**config.mk**
```make
export PLATFORM = sky130hd
export DESIGN_NAME = linear_probe_hash_table_core
export DESIGN_NICKNAME = d
export VERILOG_FILES = /design/src/hdl/lpht_pkg.sv /design/src/hdl/lpht_ram.sv /design/src/hdl/lpht_ctrl.sv /design/src/hdl/linear_probe_hash_table_core.sv
export SDC_FILE = /design/constraint.sdc
export NUM_CORES = 2
export LEC_CHECK = 0
export ABC_AREA = 1
export BUFFER_PORTS_ARGS = -buffer_cell sky130_fd_sc_hd__buf_2
export CORE_AREA = 8 8 586 588
export CTS_BUF_LIST = sky130_fd_sc_hd__clkbuf_4 sky130_fd_sc_hd__clkbuf_8
export DETAILED_ROUTE_END_ITERATION = 10
export DIE_AREA = 0 0 594 596
export PLACE_DENSITY_LB_ADDON = 0.15
export SETUP_SLACK_MARGIN = 0.3
export SKIP_LAST_GASP = 1
export SLEW_MARGIN = 25
export SYNTH_ARGS = -nofsm -noshare
export SYNTH_HDL_FRONTEND = slang
export SYNTH_SLANG_ARGS = --single-unit
```
**constraint.sdc**
```tcl
create_clock -name clk -period 12 [get_ports clk]
set_input_delay 1.8 -clock clk [delete_from_list [all_inputs] [get_ports clk]]
set_output_delay 1.8 -clock clk [all_outputs]
set_load 0.02 [all_outputs]
```
**src/hdl/lpht_pkg.sv**
```systemverilog
// Shared types, constants and helper functions for the linear probe hash table.
package lpht_pkg;

    localparam int SLOTS  = 26;
    localparam int SLOT_W = 5;
    localparam int WORD_W = 64;

    // ASCII letter bounds used by the home slot hash
    localparam logic [7:0] CHAR_UPPER_A = 8'd65;
    localparam logic [7:0] CHAR_UPPER_Z = 8'd90;
    localparam logic [7:0] CHAR_LOWER_A = 8'd97;
    localparam logic [7:0] CHAR_LOWER_Z = 8'd122;

    typedef logic [SLOT_W-1:0] slot_t;
    typedef logic [WORD_W-1:0] word_t;

    typedef enum logic [1:0] {
        ACT_INSERT = 2'd0,
        ACT_SEARCH = 2'd1,
        ACT_MODIFY = 2'd2,
        ACT_DELETE = 2'd3
    } action_t;

    typedef enum logic [2:0] {
        STS_DONE      = 3'd0,
        STS_FOUND     = 3'd1,
        STS_NOT_FOUND = 3'd2,
        STS_FULL      = 3'd3,
        STS_BAD_KEY   = 3'd4
    } status_t;

    typedef enum logic [3:0] {
        S_IDLE,
        S_PROBE,
        S_HOME_RD,
        S_HOME_CHK,
        S_WR_NEW,
        S_FIND_RD,
        S_FIND_CHK,
        S_DEL_RD,
        S_DEL_CHK,
        S_DEL_END,
        S_RESP
    } state_t;

    typedef struct packed {
        logic  bad;
        slot_t idx;
    } home_t;

    // Result beat handed from the sequencer to the output register
    typedef struct packed {
        logic    valid;
        status_t status;
        slot_t   slot;
        word_t   found_value;
    } rsp_t;

    // Port controls for the key and value memories
    typedef struct packed {
        logic  re;
        slot_t raddr;
        logic  key_we;
        logic  val_we;
        slot_t waddr;
        word_t key_wdata;
        word_t val_wdata;
    } ram_ctl_t;

    // Home slot from the first character of a key (case-insensitive letter)
    function automatic home_t home_of(word_t k, int key_chars);
        logic [7:0] c;
        home_t      h;
        c     = k[8*(key_chars-1) +: 8];
        h.bad = 1'b0;
        h.idx = '0;
        if (c >= CHAR_UPPER_A && c <= CHAR_UPPER_Z)
        begin
            h.idx = SLOT_W'(c - CHAR_UPPER_A);
        end
        else if (c >= CHAR_LOWER_A && c <= CHAR_LOWER_Z)
        begin
            h.idx = SLOT_W'(c - CHAR_LOWER_A);
        end
        else
        begin
            h.bad = 1'b1;
        end
        return h;
    endfunction

    // Slot index advance with wrap
    function automatic slot_t next_slot(slot_t s);
        return (s == slot_t'(SLOTS - 1)) ? slot_t'(0) : slot_t'(s + 1'b1);
    endfunction

endpackage

```
**src/hdl/lpht_ram.sv**
```systemverilog
// Generic single-port-write, single-port-read RAM with registered read data.
module lpht_ram #(
    parameter int WIDTH = 64,
    parameter int DEPTH = 26
) (
    input  logic                     clk,
    input  logic                     we,
    input  logic [$clog2(DEPTH)-1:0] waddr,
    input  logic [WIDTH-1:0]         wdata,
    input  logic                     re,
    input  logic [$clog2(DEPTH)-1:0] raddr,
    output logic [WIDTH-1:0]         rdata
);

    logic [WIDTH-1:0] mem_reg [DEPTH];
    logic [WIDTH-1:0] rdata_reg;

    // Write port
    always_ff @(posedge clk)
    begin
        if (we)
        begin
            mem_reg[waddr] <= wdata;
        end
    end

    // Registered read port
    always_ff @(posedge clk)
    begin
        if (re)
        begin
            rdata_reg <= mem_reg[raddr];
        end
    end

    assign rdata = rdata_reg;

endmodule

```
**src/hdl/lpht_ctrl.sv**
```systemverilog
// Operation sequencer: probing, search, modify, delete back-fill, occupancy bits.
module lpht_ctrl #(
    parameter int KEY_CHARS = 8
) (
    input  logic               clk,
    input  logic               rst_n,
    input  logic               req_valid,
    input  lpht_pkg::action_t  action,
    input  lpht_pkg::word_t    key,
    input  lpht_pkg::word_t    value,
    input  logic               replace_mode,
    input  logic               out_free,
    input  lpht_pkg::word_t    rkey,
    input  lpht_pkg::word_t    rval,
    output lpht_pkg::ram_ctl_t ram_ctl,
    output lpht_pkg::rsp_t     rsp,
    output logic               idle
);

    import lpht_pkg::*;

    localparam word_t KEY_MASK = {WORD_W{1'b1}} >> (WORD_W - 8 * KEY_CHARS);

    state_t            state_reg, state_next;
    logic [SLOTS-1:0]  valid_reg, valid_next;
    logic [SLOT_W-1:0] count_reg, count_next;

    slot_t   idx_reg, idx_next;
    slot_t   step_reg, step_next;
    slot_t   hole_reg, hole_next;
    slot_t   tgt_reg, tgt_next;
    slot_t   home_reg, home_next;
    action_t act_reg, act_next;
    word_t   key_reg, key_next;
    word_t   val_reg, val_next;
    status_t sts_reg, sts_next;
    slot_t   rslot_reg, rslot_next;
    word_t   rfval_reg, rfval_next;

    logic  accept;
    home_t home_in;
    home_t home_rd;
    logic  key_hit;
    logic  last_step;
    logic  table_full;

    assign accept     = req_valid && (state_reg == S_IDLE);
    assign home_in    = home_of(key, KEY_CHARS);
    assign home_rd    = home_of(rkey, KEY_CHARS);
    assign key_hit    = valid_reg[idx_reg] && (((rkey ^ key_reg) & KEY_MASK) == '0);
    assign last_step  = (step_reg == slot_t'(SLOTS - 1));
    assign table_full = (count_reg >= SLOT_W'(SLOTS));

    // Next state
    always_comb
    begin
        state_next = state_reg;
        unique case (state_reg)
            S_IDLE:
            begin
                if (accept)
                begin
                    if (home_in.bad)
                        state_next = S_RESP;
                    else if (action == ACT_INSERT)
                        state_next = table_full ? S_RESP : S_PROBE;
                    else
                        state_next = S_FIND_RD;
                end
            end
            S_PROBE:
            begin
                if (!valid_reg[idx_reg])
                    state_next = (replace_mode && valid_reg[home_reg]) ? S_HOME_RD : S_WR_NEW;
                else if (last_step)
                    state_next = S_RESP;
            end
            S_HOME_RD:  state_next = S_HOME_CHK;
            S_HOME_CHK: state_next = S_WR_NEW;
            S_WR_NEW:   state_next = S_RESP;
            S_FIND_RD:  state_next = S_FIND_CHK;
            S_FIND_CHK:
            begin
                if (key_hit)
                    state_next = (act_reg == ACT_DELETE) ? S_DEL_RD : S_RESP;
                else if (last_step)
                    state_next = S_RESP;
                else
                    state_next = S_FIND_RD;
            end
            S_DEL_RD:   state_next = S_DEL_CHK;
            S_DEL_CHK:  state_next = last_step ? S_DEL_END : S_DEL_RD;
            S_DEL_END:  state_next = S_RESP;
            S_RESP:
            begin
                if (out_free)
                    state_next = S_IDLE;
            end
            default:    state_next = S_IDLE;
        endcase
    end

    // Datapath and memory controls
    always_comb
    begin
        valid_next = valid_reg;
        count_next = count_reg;
        idx_next   = idx_reg;
        step_next  = step_reg;
        hole_next  = hole_reg;
        tgt_next   = tgt_reg;
        home_next  = home_reg;
        act_next   = act_reg;
        key_next   = key_reg;
        val_next   = val_reg;
        sts_next   = sts_reg;
        rslot_next = rslot_reg;
        rfval_next = rfval_reg;

        ram_ctl.re        = 1'b0;
        ram_ctl.raddr     = idx_reg;
        ram_ctl.key_we    = 1'b0;
        ram_ctl.val_we    = 1'b0;
        ram_ctl.waddr     = hole_reg;
        ram_ctl.key_wdata = rkey;
        ram_ctl.val_wdata = rval;

        unique case (state_reg)
            S_IDLE:
            begin
                if (accept)
                begin
                    act_next   = action;
                    key_next   = key;
                    val_next   = value;
                    home_next  = home_in.idx;
                    idx_next   = home_in.idx;
                    step_next  = '0;
                    rslot_next = '0;
                    rfval_next = '0;
                    sts_next   = STS_DONE;
                    if (home_in.bad)
                        sts_next = STS_BAD_KEY;
                    else if (action == ACT_INSERT && table_full)
                        sts_next = STS_FULL;
                end
            end
            // walk occupancy bits for the first empty slot
            S_PROBE:
            begin
                if (!valid_reg[idx_reg])
                begin
                    tgt_next = idx_reg;
                end
                else if (last_step)
                begin
                    sts_next = STS_FULL;
                end
                else
                begin
                    idx_next  = next_slot(idx_reg);
                    step_next = step_reg + 1'b1;
                end
            end
            S_HOME_RD:
            begin
                ram_ctl.re    = 1'b1;
                ram_ctl.raddr = home_reg;
            end
            // evict a foreign-home resident to the empty slot
            S_HOME_CHK:
            begin
                if (home_rd.bad || (home_rd.idx != home_reg))
                begin
                    ram_ctl.key_we      = 1'b1;
                    ram_ctl.val_we      = 1'b1;
                    ram_ctl.waddr       = tgt_reg;
                    valid_next[tgt_reg] = 1'b1;
                    tgt_next            = home_reg;
                end
            end
            S_WR_NEW:
            begin
                ram_ctl.key_we     = 1'b1;
                ram_ctl.val_we     = 1'b1;
                ram_ctl.waddr      = tgt_reg;
                ram_ctl.key_wdata  = key_reg;
                ram_ctl.val_wdata  = val_reg;
                valid_next[tgt_reg] = 1'b1;
                count_next         = count_reg + 1'b1;
                sts_next           = STS_DONE;
                rslot_next         = tgt_reg;
            end
            S_FIND_RD:
            begin
                ram_ctl.re = 1'b1;
            end
            // key compare on the slot just read
            S_FIND_CHK:
            begin
                if (key_hit)
                begin
                    case (act_reg)
                        ACT_SEARCH:
                        begin
                            sts_next   = STS_FOUND;
                            rslot_next = idx_reg;
                            rfval_next = rval;
                        end
                        ACT_MODIFY:
                        begin
                            ram_ctl.val_we    = 1'b1;
                            ram_ctl.waddr     = idx_reg;
                            ram_ctl.val_wdata = val_reg;
                            sts_next          = STS_DONE;
                            rslot_next        = idx_reg;
                        end
                        ACT_DELETE:
                        begin
                            hole_next = idx_reg;
                            idx_next  = next_slot(idx_reg);
                            step_next = slot_t'(1);
                        end
                        default:
                        begin
                        end
                    endcase
                end
                else if (last_step)
                begin
                    sts_next = STS_NOT_FOUND;
                end
                else
                begin
                    idx_next  = next_slot(idx_reg);
                    step_next = step_reg + 1'b1;
                end
            end
            S_DEL_RD:
            begin
                ram_ctl.re = 1'b1;
            end
            // back-fill: pull a same-home entry into the hole
            S_DEL_CHK:
            begin
                if (valid_reg[idx_reg] && !home_rd.bad && (home_rd.idx == home_reg))
                begin
                    ram_ctl.key_we = 1'b1;
                    ram_ctl.val_we = 1'b1;
                    ram_ctl.waddr  = hole_reg;
                    hole_next      = idx_reg;
                end
                if (!last_step)
                begin
                    idx_next  = next_slot(idx_reg);
                    step_next = step_reg + 1'b1;
                end
            end
            S_DEL_END:
            begin
                valid_next[hole_reg] = 1'b0;
                if (count_reg != '0)
                    count_next = count_reg - 1'b1;
                sts_next   = STS_DONE;
                rslot_next = hole_reg;
            end
            S_RESP:
            begin
            end
            default:
            begin
            end
        endcase
    end

    // Control state
    always_ff @(posedge clk or negedge rst_n)
    begin
        if (!rst_n)
        begin
            state_reg <= S_IDLE;
            valid_reg <= '0;
            count_reg <= '0;
        end
        else
        begin
            state_reg <= state_next;
            valid_reg <= valid_next;
            count_reg <= count_next;
        end
    end

    // Working registers
    always_ff @(posedge clk)
    begin
        idx_reg   <= idx_next;
        step_reg  <= step_next;
        hole_reg  <= hole_next;
        tgt_reg   <= tgt_next;
        home_reg  <= home_next;
        act_reg   <= act_next;
        key_reg   <= key_next;
        val_reg   <= val_next;
        sts_reg   <= sts_next;
        rslot_reg <= rslot_next;
        rfval_reg <= rfval_next;
    end

    assign rsp.valid       = (state_reg == S_RESP);
    assign rsp.status      = sts_reg;
    assign rsp.slot        = rslot_reg;
    assign rsp.found_value = rfval_reg;
    assign idle            = (state_reg == S_IDLE);

endmodule

```
**src/hdl/linear_probe_hash_table_core.sv**
```systemverilog
// Top level: 26-slot linear probe key/value table with output register.
//
// Request channel (req_valid / req_stall) carries action, key and value; one
// beat is taken when req_valid is high and req_stall is low. The table works
// on one request at a time and raises req_stall until the sequencer is idle.
// Response channel (rsp_valid / rsp_stall) returns status, slot and
// found_value, one beat per request, from an output register; the next
// request is taken while that beat still waits on a stalled receiver.
// A bad key or a full table goes straight to the response. Insert walks one
// occupancy bit per cycle plus a home read for replacement. Each key compare
// and each back-fill step is a read state followed by a check state on the
// single read port of the key and value memories. cfg_we / cfg_data write
// replace_mode; the user must do so only while no request is in flight,
// as the block itself does not enforce it.
// Reset clears occupancy, entry count, replace_mode and the handshake state;
// the memories hold no reset value; data read from empty slots goes unused.
// A stalled response holds its payload until taken.
module linear_probe_hash_table_core #(
    parameter int KEY_CHARS = 8
) (
    input  logic        clk,
    input  logic        rst_n,
    input  logic        cfg_we,
    input  logic        cfg_data,
    input  logic        req_valid,
    output logic        req_stall,
    input  logic [1:0]  action,
    input  logic [63:0] key,
    input  logic [63:0] value,
    output logic        rsp_valid,
    input  logic        rsp_stall,
    output logic [2:0]  status,
    output logic [4:0]  slot,
    output logic [63:0] found_value
);

    import lpht_pkg::*;

    logic     replace_mode_reg;
    ram_ctl_t ram_ctl;
    rsp_t     rsp;
    logic     idle;
    word_t    rkey;
    word_t    rval;
    logic     out_free;
    logic     out_load;

    logic    rsp_valid_reg, rsp_valid_next;
    status_t status_reg;
    slot_t   slot_reg;
    word_t   fval_reg;

    // Configuration register
    always_ff @(posedge clk or negedge rst_n)
    begin
        if (!rst_n)
            replace_mode_reg <= 1'b0;
        else if (cfg_we)
            replace_mode_reg <= cfg_data;
    end

    lpht_ram #(
        .WIDTH (WORD_W),
        .DEPTH (SLOTS)
    ) u_key_ram (
        .clk   (clk),
        .we    (ram_ctl.key_we),
        .waddr (ram_ctl.waddr),
        .wdata (ram_ctl.key_wdata),
        .re    (ram_ctl.re),
        .raddr (ram_ctl.raddr),
        .rdata (rkey)
    );

    lpht_ram #(
        .WIDTH (WORD_W),
        .DEPTH (SLOTS)
    ) u_val_ram (
        .clk   (clk),
        .we    (ram_ctl.val_we),
        .waddr (ram_ctl.waddr),
        .wdata (ram_ctl.val_wdata),
        .re    (ram_ctl.re),
        .raddr (ram_ctl.raddr),
        .rdata (rval)
    );

    lpht_ctrl #(
        .KEY_CHARS (KEY_CHARS)
    ) u_ctrl (
        .clk          (clk),
        .rst_n        (rst_n),
        .req_valid    (req_valid),
        .action       (action_t'(action)),
        .key          (key),
        .value        (value),
        .replace_mode (replace_mode_reg),
        .out_free     (out_free),
        .rkey         (rkey),
        .rval         (rval),
        .ram_ctl      (ram_ctl),
        .rsp          (rsp),
        .idle         (idle)
    );

    // Output register: loads when empty or when the held beat is taken
    assign out_free = !rsp_valid_reg || !rsp_stall;
    assign out_load = rsp.valid && out_free;

    always_comb
    begin
        rsp_valid_next = rsp_valid_reg;
        if (out_load)
            rsp_valid_next = 1'b1;
        else if (!rsp_stall)
            rsp_valid_next = 1'b0;
    end

    always_ff @(posedge clk or negedge rst_n)
    begin
        if (!rst_n)
            rsp_valid_reg <= 1'b0;
        else
            rsp_valid_reg <= rsp_valid_next;
    end

    always_ff @(posedge clk)
    begin
        if (out_load)
        begin
            status_reg <= rsp.status;
            slot_reg   <= rsp.slot;
            fval_reg   <= rsp.found_value;
        end
    end

    assign req_stall   = !idle;
    assign rsp_valid   = rsp_valid_reg;
    assign status      = status_reg;
    assign slot        = slot_reg;
    assign found_value = fval_reg;

endmodule

```
==> flow_summary.yaml <==
outcome:
  status: "completed"
global_route:
  track_usage_pct: 24.37
  antenna_found_initial: 26
  grt_max_degree: 226
  grt_pass1_wl_microns: 649800
  grt_pass1_vias: 95040
  grt-ovfl-total: 0
sta:
  max_freq_ghz: 0.1639
  tns_ns: 0
  hold_viol: 0
  slew_viol_final: 0
  period_share_pct: 50.83
  slew_headroom_pct: 27.41
  finalCriticalPeriod_ns: 6.100
  setup_violations: 0
  rsz0062_at_grt: "false"
  worst_pin_slew_ns: 1.089
  skew_ns: 0.06622
floorplan:
  floorplan.initialDensity_pct: 44.78
  die_w_microns: 594
  core_region_area_sq_um: 334500
  placementRows: 213
  die_h_microns: 596
  dieArea_sq_um: 354000
  io_pins: 210
cts:
  cts-root-buf: "clkbuf_8"
  cts_buffers: 632
  ctsResizeCount: 0
  cts_tree: "yes"
  clockBufferDepth: 4
  hold_buffers: 0
  htreeDepth: 6
  cts.sinks: 3792
  clkSlewWorstSetupHoldPaths_ns: 0.06
  clkLatencyLatePin_ns: 1.20
  post_cts_buffers: 0
critical_path:
  reg2reg_setup_slack_ns: 5.90
  path_buf_inv: 5
  critPathMaxStageDelay_ns: 0.89
  required_ns: 12.77
  cpLargestDelayFamily: "simple AND/OR/NAND/NOR gates"
  cp_cell_sequence: "xnor2_1, nand2_1, nor2_1, nand2_1, nor2_1, nand2_1, nor2_4, nand2_4, inv_2, nand2_2, inv_2, nand2_1, nand2_1, inv_2, buf_4, nor2_4, buf_4"
  crit_path_start_kind: "flip-flop"
  critPathKind: "reg2reg"
  cp_slowest_cell: "nor2_4"
  crit_top_cell: "nand2_1"
  end_kind: "flip-flop"
  cp.arrival_ns: 6.87
  worst-path-max-fanout: 41
logic_synthesis:
  ys.flop_type: "edfxtp_1"
  avgSynthCellArea_sq_um: 13.25
  syn_inst: 11310
  synth_cell_types: 55
  yosysSeqAreaShare_pct: 75.90
  yosysWarnings: 0
  syn-num-nets: 11460
  ys_async_sr_fraction_pct: 0.9757
  synth-seq-cells: 3792
  synth-edff-count: 3755
  syn_area_sq_um: 149800
layout:
  mostFrequentLayoutCells: "3755 x edfxtp_1, 2011 x nor2_1, 1844 x o21ai_0"
  syn2layout_area_growth_pct: 11.99
  fin_util_pct: 50.15
  fin_nets: 11780
  num-fill-cells: 28620
  drive_gt1_share_pct: 13.05
  final_common_cell: "edfxtp_1"
power:
  clkPwrFrac_pct: 22.2
  internal_power_uw: 28810
  power_switching_share_pct: 42.06
  switchingPower_uw: 20910
  seqPwrFrac_pct: 37.8
  power_uw: 49720
  power.share.combinational_pct: 39.9
  leakagePower_uw: 0.05511
  power_per_cell_area_nw_per_um2: 296.4
  vdd_drop_max_uv: 264.5
placed_design:
  portBuffers: 209
  finalWeightedCongestion: 0.8900
  dp_hpwl_microns: 231300
drt:
  drt_iter0_markers: 11120
  drtPass1Iterations: 6
  routed_wl_microns: 451100
  ant_nets: 0
  drc: 0
  via_per_inst: 5.922
  wl_per_cell_microns: 27.29
  vias: 97870
worst_hold_path:
  worstHoldPathType: "reg2reg"
job:
  drv_cap: 0
-- logic make-up after synthesis --
family          count (synthesis)  synth area share (%)
simple gates                 3239                 8.536
fa+ha+maj                      17                0.1470
compound gates               3172                 12.05
flops                        3792                 75.90
mux                            36                0.2706
buf+inv                      1000                 2.790
xor+xnor                       53                0.3099
-- worst register-to-register path, delay by kind of cell, from the launching register on --
kind / cells / cell delay [ns]
and+or+nand+nor: 11 / 3.31
DFF: 1 / 0.41
xor gates and xnor gates: 1 / 0.18
buffers and inverters: 5 / 1.78
-- metal layers --
metal	share of wire (%)	wire length, microns	vias to the layer above	global-route usage (%)
met4	2.6	11660	10	6.857
met1	43	192900	49810	34.43
li1	-	-	42760	-
met3	8.6	38760	755	4.597
met2	46	207700	4531	38.86
met5	0.011	50	-	0
-- metrics by stage --
step | cells | hold slack, ns | cell area [sq um] | worst slack, ns
final | 16530 | 0.4163 | 167700 | 5.900
after global placement | 15390 | 0.4029 | 155500 | 6.038
after detailed placement | 15390 | 0.4045 | 155600 | 6.066
after floorplan | 11310 | 0.4003 | 149800 | 1.641
after CTS | 16510 | 0.4171 | 167600 | 6.031
after global routing | 16520 | 0.4180 | 167700 | 5.666
-- path summary, 6_finish.rpt --
kind | from | endpoint | cells past startpoint
worst max-delay path | u_ctrl.key_reg[31]$_DFFE_PP_ | u_val_ram.mem_reg[24][2]$_DFFE_PP_ | 17
worst min-delay path | u_ctrl.rslot_reg[3]$_DFFE_PP_ | slot[3]$_DFFE_PP_ | 0
worst max register to register | u_ctrl.key_reg[31]$_DFFE_PP_ | u_val_ram.mem_reg[24][2]$_DFFE_PP_ | 17
worst min register to register | u_ctrl.rslot_reg[3]$_DFFE_PP_ | slot[3]$_DFFE_PP_ | 0
max in group asynchronous | rst_n | u_ctrl.valid_reg[18]$_DFFE_PN0P_ | 1
min in group asynchronous | rst_n | u_ctrl.count_reg[2]$_DFFE_PN0P_ | 1
-- synth_stat cells, drive strengths merged, types with 4 or more instances --
cell / count / area share [%]
mux2: 36 / 0.27
nand3: 191 / 0.65
nand2: 936 / 2.4
o2111ai: 28 / 0.16
buf: 230 / 0.85
nand4: 11 / 0.050
o211ai: 68 / 0.34
nor2: 2045 / 5.2
o221ai: 269 / 1.6
nor3: 48 / 0.25
a31oi: 7 / 0.029
inv: 227 / 0.57
dfrtp: 37 / 0.62
o22ai: 595 / 2.5
a21oi: 59 / 0.20
o31ai: 22 / 0.13
xnor2: 44 / 0.26
ha: 16 / 0.13
xor2: 9 / 0.053
nor4: 4 / 0.017
edfxtp: 3755 / 75
o21ai: 2111 / 7.1
clkbuf: 542 / 1.4
-- layout make-up --
type | instances | area (sq um) | area share (%)
clock inverter | 273 | 1655 | 0.9868
sequential | 3792 | 113700 | 67.77
timing repair buffer | 451 | 3126 | 1.863
clock buffer | 850 | 10370 | 6.184
tap | 4407 | 5514 | 3.287
antenna | 8 | 20.02 | 0.01193
inverter | 228 | 909.6 | 0.5423
multi-input combinational | 6517 | 32460 | 19.35
-- power groups by stage --
stage	Clock [uW]	Combinational, uW	Sequential, uW
after floorplan	0	12200	19000
after global placement	0	19300	19000
after detailed placement	0	19700	19100
after CTS	11300	19700	18800
after global routing	11800	21600	18900
final	11100	19900	18800
(Power assumes the default switching activity.)
